--- config.mk ---
export PLATFORM = sky130hd
export DESIGN_NAME = pag_div
export DESIGN_NICKNAME = d
export VERILOG_FILES = /design/src/rtl/pag_pkg.sv /design/src/rtl/pag_div_cell.sv /design/src/rtl/pag_div.sv
export SDC_FILE = /design/constraint.sdc
export NUM_CORES = 2
export LEC_CHECK = 0
export ABC_CLOCK_PERIOD_IN_PS = 4140
export BUFFER_PORTS_ARGS = -buffer_cell sky130_fd_sc_hd__buf_4
export CAP_MARGIN = 15
export CORE_AREA = 2 2 430 432
export DETAILED_ROUTE_END_ITERATION = 12
export DIE_AREA = 0 0 432 434
export SKIP_CTS_REPAIR_TIMING = 1
export SLEW_MARGIN = 20
export SYNTH_ARGS = -nofsm -noshare
export SYNTH_HDL_FRONTEND = slang
export SYNTH_SLANG_ARGS = --single-unit
--- constraint.sdc ---
create_clock -name clk -period 4.14 [get_ports clk]
set_clock_uncertainty 0.15 [all_clocks]
set_input_delay 0.207 -clock clk [delete_from_list [all_inputs] [get_ports clk]]
set_output_delay 0.207 -clock clk [all_outputs]
set_load 0.01 [all_outputs]
--- src/rtl/pag_pkg.sv ---
`timescale 1ns / 1ps
package pag_pkg;
  localparam int MAX_NODES = 1024;
  localparam int IDX_W     = $clog2(MAX_NODES);
  localparam int CNT_W     = $clog2(MAX_NODES + 1);
  localparam int DEG_W     = 16;
  localparam int TOT_W     = 21;
  localparam int DIV_W     = TOT_W + 1;
  localparam int WORD_W    = 32;
  localparam int NC_W      = 11;
  localparam int MD_W      = 10;
  localparam int OUT_W     = 10;

  typedef struct packed {
    logic              valid;
    logic [DIV_W-1:0]  rem;
    logic [WORD_W-1:0] word;
    logic [DIV_W-1:0]  divisor;
  } div_cell_t;

  typedef struct packed {
    logic             valid;
    logic [DIV_W-1:0] rem;
  } div_res_t;
endpackage

--- src/rtl/pag_div_cell.sv ---
`timescale 1ns / 1ps
module pag_div_cell (
  input  logic               clk,
  input  logic               rst,
  input  pag_pkg::div_cell_t din,
  output pag_pkg::div_cell_t dout
);
  import pag_pkg::*;

  logic [DIV_W:0] sh;
  logic [DIV_W:0] dv;

  assign sh = {din.rem, din.word[WORD_W-1]};
  assign dv = {1'b0, din.divisor};

  always_ff @(posedge clk) begin
    if (rst) begin
      dout.valid <= 1'b0;
    end else begin
      dout.valid <= din.valid;
    end
    dout.word    <= {din.word[WORD_W-2:0], 1'b0};
    dout.divisor <= din.divisor;
    if (sh >= dv) begin
      dout.rem <= DIV_W'(sh - dv);
    end else begin
      dout.rem <= DIV_W'(sh);
    end
  end
endmodule

--- src/rtl/pag_div.sv ---
`timescale 1ns / 1ps
module pag_div (
  input  logic               clk,
  input  logic               rst,
  input  pag_pkg::div_cell_t req,
  output pag_pkg::div_res_t  res
);
  import pag_pkg::*;

  div_cell_t link [0:WORD_W];

  assign link[0] = req;

  for (genvar i = 0; i < WORD_W; i++) begin : g_cell
    pag_div_cell u_cell (
      .clk  (clk),
      .rst  (rst),
      .din  (link[i]),
      .dout (link[i+1])
    );
  end

  assign res.valid = link[WORD_W].valid;
  assign res.rem   = link[WORD_W].rem;
endmodule

### Yosys cells after proc, flatten, opt, wreduce, memory -nomap -nowiden

Cells that the tools add are included.

* add/subtract/negate cells: 32
* magnitude comparators: 32
* multiplexer cells: 32

Operator list (count)
* 23-bit by 22-bit greater-or-equal comparator with 1-bit output: 32
* 22-bit 2-to-1 mux: 32
* 22-bit subtractor: 32

* bits in registers: 1914
* input port bits: 79
* output and inout port bits: 23
* word-level logic and storage cells: 222

### Depth between registers and ports, before layout

* depth after elaboration: 2
* mapped depth: 13
* gate-level depth less buffers: 12

### Modules after synthesis

From an unflattened synthesis, not the netlist that was laid out.

* cells, all modules: 9926
* area total of the unflattened synthesis: 97274.5 um^2

Modules (own cells, without submodules)
* pag_div_cell (g_cell[15].u_cell ...): instances 21, cells each 295, area each 2926.6 um^2
* pag_div_cell (g_cell[0].u_cell ...): instances 9, cells each 341, area each 3250.6 um^2
* pag_div_cell (g_cell[21].u_cell): instances 1, cells each 324, area each 3301.9 um^2
* pag_div_cell (g_cell[14].u_cell): instances 1, cells each 338, area each 3259.4 um^2

### Least setup slack after synthesis

Ideal clock, no wire load.

* path type: reg2reg
* start: register g_cell[27].u_cell.dout[1] (netlist name)
* end: register g_cell[28].u_cell.dout[68] (netlist name)
* data arrival time: 2.992 ns
* slack: 0.875 ns
* stages on the path, launching flop included: 13
* period minus slack after synthesis: 3.265 ns
* cells stage by stage: dfxtp_1 > inv_1 > ha_1 > nor2b_1 > o31ai_1 > a221oi_2 > a311o_1 > a31o_2 > nand2_1 > nor2_1 > a2111oi_4 > buf_6 > mux2_1

* word-level cells in the longest chain between the ends: 2
* elaborated cells on any way between the ends: 3
* those cells by class: add/sub (1); order compare (1); mux (1)

RTL lines
* start: declaration: line pag_div_cell.sv:6 `output pag_pkg::div_cell_t dout`
* 22-bit subtractor or 23-bit by 22-bit greater-or-equal comparator with 1-bit output (tied branches): line pag_div_cell.sv:25, pag_div_cell.sv:24
* 22-bit 2-to-1 mux *: line pag_div_cell.sv:24 `if (sh >= dv) begin`
* end: declaration: line pag_div_cell.sv:6

Every way passes the cells marked *; elsewhere a longest branch is shown, timed or not.
A chain may end at the register's enable or synchronous reset.

### Final worst setup path

* start: register g_cell[8].u_cell.dout[1] (netlist name)
* end: register g_cell[9].u_cell.dout[63] (netlist name)

* word-level cells in the longest chain between the ends: 2
* elaborated cells on any way between the ends: 3
* those cells by class: add/sub (1); order compare (1); mux (1)

RTL lines (line)
* start: declaration: pag_div_cell.sv:6
* 22-bit subtractor or 23-bit by 22-bit greater-or-equal comparator with 1-bit output (tied branches): pag_div_cell.sv:25, pag_div_cell.sv:24
* 22-bit 2-to-1 mux *: pag_div_cell.sv:24
* end: declaration: pag_div_cell.sv:6

Marks and branches as above.

==> impl_results.md <==
* Mux cell area share after synthesis at 0.0463
* Average wire per cell in the routed design at 16.0 µm
* Hold Violations, Final at 0
* Basic-gate share of the synthesized area counting and, or, nand and nor cells at 0.109
* Largest incremental delay on the critical path at 420 ps
* Synth async-reset ratio at 0
* EDFF count, synth at 0
* Max Clk Rate at 265 MHz
* Post-detailed-routing wire length at 182000 µm
* Kind of end point of the critical path: flip-flop
* Synth Register Bits at roughly 1900
* Number of antenna-violating nets in the routed design at 0
* Total instance count after detailed placement at 10800
* Via count at approximately 59000
* Most instantiated flip-flop cell in the synthesis netlist: sky130_fd_sc_hd__dfxtp_1
* Synthesized-area fraction occupied by xor and xnor cells at 0.0574
* Antenna violations before repair at 0
* Total Nets Final at 9610
* Core Box Area at roughly 180000 µm²
* Iteration-0 DRC Markers at 3431
* Mapped Avg Cell Area at 9.71 µm²
* Unrepaired setup endpoints after global routing: false
* Minimum period implied by the final worst setup slack at between 3000 and 4000 ps
* CP max-delay cell: sky130_fd_sc_hd__o21ai_1
* Placer Congestion at a little over 0.9
* Number of instances in the synthesized netlist at 8410
* Endpoints failing setup at 0
* Critical path arrival at between 4000 and 5000 ps
* Yosys cell types at 93
* Registers with the most flip-flops: g_cell.u_cell.dout x1914
* Global-route total usage across every layer at 0.190
* Worst setup path class: flip-flop to flip-flop
* Main combinational cell family by area after synthesis: compound AO/OA/AOI/OAI gates
* Clock tree from TritonCTS: done
* Detail-routed via count per cell at 5.16
* Final routed DRC violation total at 0
* Tightest Pin Transition at 1010 ps
* Total half-perimeter wirelength after legalization and detailed placement at roughly 140000 µm
* Die outline width at between 400 and 500 µm
* Register with the highest flop count: g_cell.u_cell.dout
* Root buffer cell: sky130_fd_sc_hd__clkbuf_16
* Share of final-layout standard cells stronger than drive strength 1 at 0.0946
* Die height at 434 µm
* Aggregate global routing overflow at 0
* Net Count, Synth at 9225
* Result of the run: completed
* Wire length of the first global-routing pass at approximately 290000 µm
* Highest fanout seen on the critical path at 21
* Number of levels the H-tree was split into at 4
* CP cell instances: inv_1 -> ha_1 -> nor2b_1 -> o31ai_1 -> a21oi_1 -> o21ai_1 -> o311ai_1 -> o311ai_0 -> nand2_1 -> a211oi_2 -> buf_4 -> mux2_2
* I/O Buffers at around 100
* Effective utilization at floorplan at 0.448
* Worst min-delay path class: input pin to flip-flop
* Number of iterations in the first detailed-routing pass at 6
* Critical path required time at 4710 ps
* Total Die Area at ~190000 µm²
* Largest net degree at the start of global routing at 45
* Final design instance area without fill at 94000 µm²
* Number of CTS-inserted buffers at around 200
* Total negative setup slack at 0 ps
* Flip-flop count of the largest register, all copies and words added at approximately 1900
* Power per cell area at 887 nW/µm²
* IO Pins at 102
* Proportion of synthesized chip area in sequential cells at 0.469
* Post-Syn Area at just over 80000 µm²
* Maximum VDD drop at 415 µV
* Most common cell after layout, fill and taps aside: sky130_fd_sc_hd__dfxtp_1
* Worst setup SP type: flip-flop
* Row count at 157
* Max-slew headroom at 0.330
* Top library cells by usage in the layout, fill and taps aside: sky130_fd_sc_hd__dfxtp_1, sky130_fd_sc_hd__inv_1, sky130_fd_sc_hd__ha_1, sky130_fd_sc_hd__a21oi_1, sky130_fd_sc_hd__nand2_1
* Clock latency at the later pin of the worst-skew pair at 850 ps
* Compound-cell area share of the yosys netlist at 0.155
* Area delta synth->final at 15.1%
* Share of the clock period used by the worst path at 0.913
* Clock slew at reported path FFs at 60 ps
* Bufs on Longest Clock Path at 3
* Worst slack on hold paths at 25.1 ps
* Filler-free cell count of the finished design at 11300
* Max-cap violation count at 0
* Cell Area, Placed at roughly 85000 µm²
* Final Max Tran Viols at 0
* Static Leakage at 43.3 nW
* Number of warnings reported in the yosys synthesis log at 0
* Clock sink total at between 1500 and 2000
* Number of global-route vias before repair at 56500
* Area share of fa/ha/maj cells after synthesis at 0.116
## stage by stage
step | setup WS (ps) | total power, mW | util
after global placement | 323 | 64.0 | 0.468
final | 361 | 83.4 | 0.515
after detailed placement | 357 | 64.6 | 0.468
after floorplan | 875 | 55.6 | -
after CTS | 328 | 83.7 | 0.507
after global routing | 13.9 | 89.9 | 0.515
## path summary, 6_finish.rpt
kind                              start                          to  slack (ps)  cells after the start
max            g_cell[8].u_cell.dout[1]   g_cell[9].u_cell.dout[63]         360                     12
min                             req[70]   g_cell[0].u_cell.dout[71]          30                      4
max reg2reg    g_cell[8].u_cell.dout[1]   g_cell[9].u_cell.dout[63]         360                     12
min reg2reg  g_cell[22].u_cell.dout[51]  g_cell[23].u_cell.dout[52]         160                      0
## critical path, delay by kind of cell, from the launching register on
family,cells,cell delay (ps)
adder cells (fa/ha/maj),1,320
AO/OA/AOI/OAI,6,1800
flip-flops,1,360
buffers and inverters,2,380
AND/OR/NAND/NOR,2,260
multiplexers,1,370
## metal layers
layer  GRT usage  wire [µm]
met5           0          0
met2       0.304      81200
met1       0.260      87600
met4      0.0635       4920
met3      0.0302       8110
## kinds of logic (layout without fill, tap and decap cells)
logic type      after synthesis  in the layout
mux                         335            335
flops                      1914           1914
other cells                   0              2
compound gates             2022           2022
xor+xnor                    535            535
fa+ha+maj                   736            736
simple gates               1853           1853
buf+inv                    1015           1567
## synth_stat cells, types with 33 or more instances
| cell type | number | area, µm² |
|---|---|---|
| sky130_fd_sc_hd__and3_1 | 64 | 400 |
| sky130_fd_sc_hd__dfxtp_1 | 1914 | 38300 |
| sky130_fd_sc_hd__nand4_1 | 102 | 638 |
| sky130_fd_sc_hd__nand2b_1 | 83 | 519 |
| sky130_fd_sc_hd__a21o_1 | 272 | 2040 |
| sky130_fd_sc_hd__mux2i_1 | 35 | 350 |
| sky130_fd_sc_hd__nand3_1 | 133 | 666 |
| sky130_fd_sc_hd__a211oi_1 | 59 | 443 |
| sky130_fd_sc_hd__mux2_2 | 262 | 2950 |
| sky130_fd_sc_hd__and2_1 | 41 | 257 |
| sky130_fd_sc_hd__clkbuf_1 | 98 | 368 |
| sky130_fd_sc_hd__a21oi_1 | 572 | 2860 |
| sky130_fd_sc_hd__o21a_1 | 90 | 676 |
| sky130_fd_sc_hd__nor3_1 | 127 | 636 |
| sky130_fd_sc_hd__xor2_1 | 223 | 1950 |
| sky130_fd_sc_hd__or3_1 | 42 | 263 |
| sky130_fd_sc_hd__o21bai_1 | 53 | 398 |
| sky130_fd_sc_hd__a21boi_0 | 33 | 248 |
| sky130_fd_sc_hd__nor2_1 | 458 | 1720 |
| sky130_fd_sc_hd__o21ai_0 | 533 | 2670 |
| sky130_fd_sc_hd__inv_1 | 881 | 3310 |
| sky130_fd_sc_hd__a31oi_1 | 82 | 513 |
| sky130_fd_sc_hd__nor2b_1 | 150 | 938 |
| sky130_fd_sc_hd__o31ai_1 | 70 | 526 |
| sky130_fd_sc_hd__xnor2_1 | 312 | 2730 |
| sky130_fd_sc_hd__ha_1 | 704 | 8810 |
| sky130_fd_sc_hd__nand2_1 | 546 | 2050 |
## power by group
| part | switching (mW) | total (mW) | internal [mW] |
|---|---|---|---|
| Clock | 7.47 | 18.6 | 11.1 |
| Sequential | 2.90 | 26.1 | 23.2 |
| Combinational | 20.8 | 38.7 | 17.9 |
| Total | 31.2 | 83.4 | 52.3 |
## layout make-up
class                      count  area [µm²]
multi-input combinational   5481       39600
timing repair buffer         318        2830
clock inverter               101        1310
fill                       16400       88500
inverter                     881        3310
clock buffer                 267        5710
antenna                        2        5.00
sequential                  1914       38300
tap                         2385        2980
(Power assumes the default switching activity.)
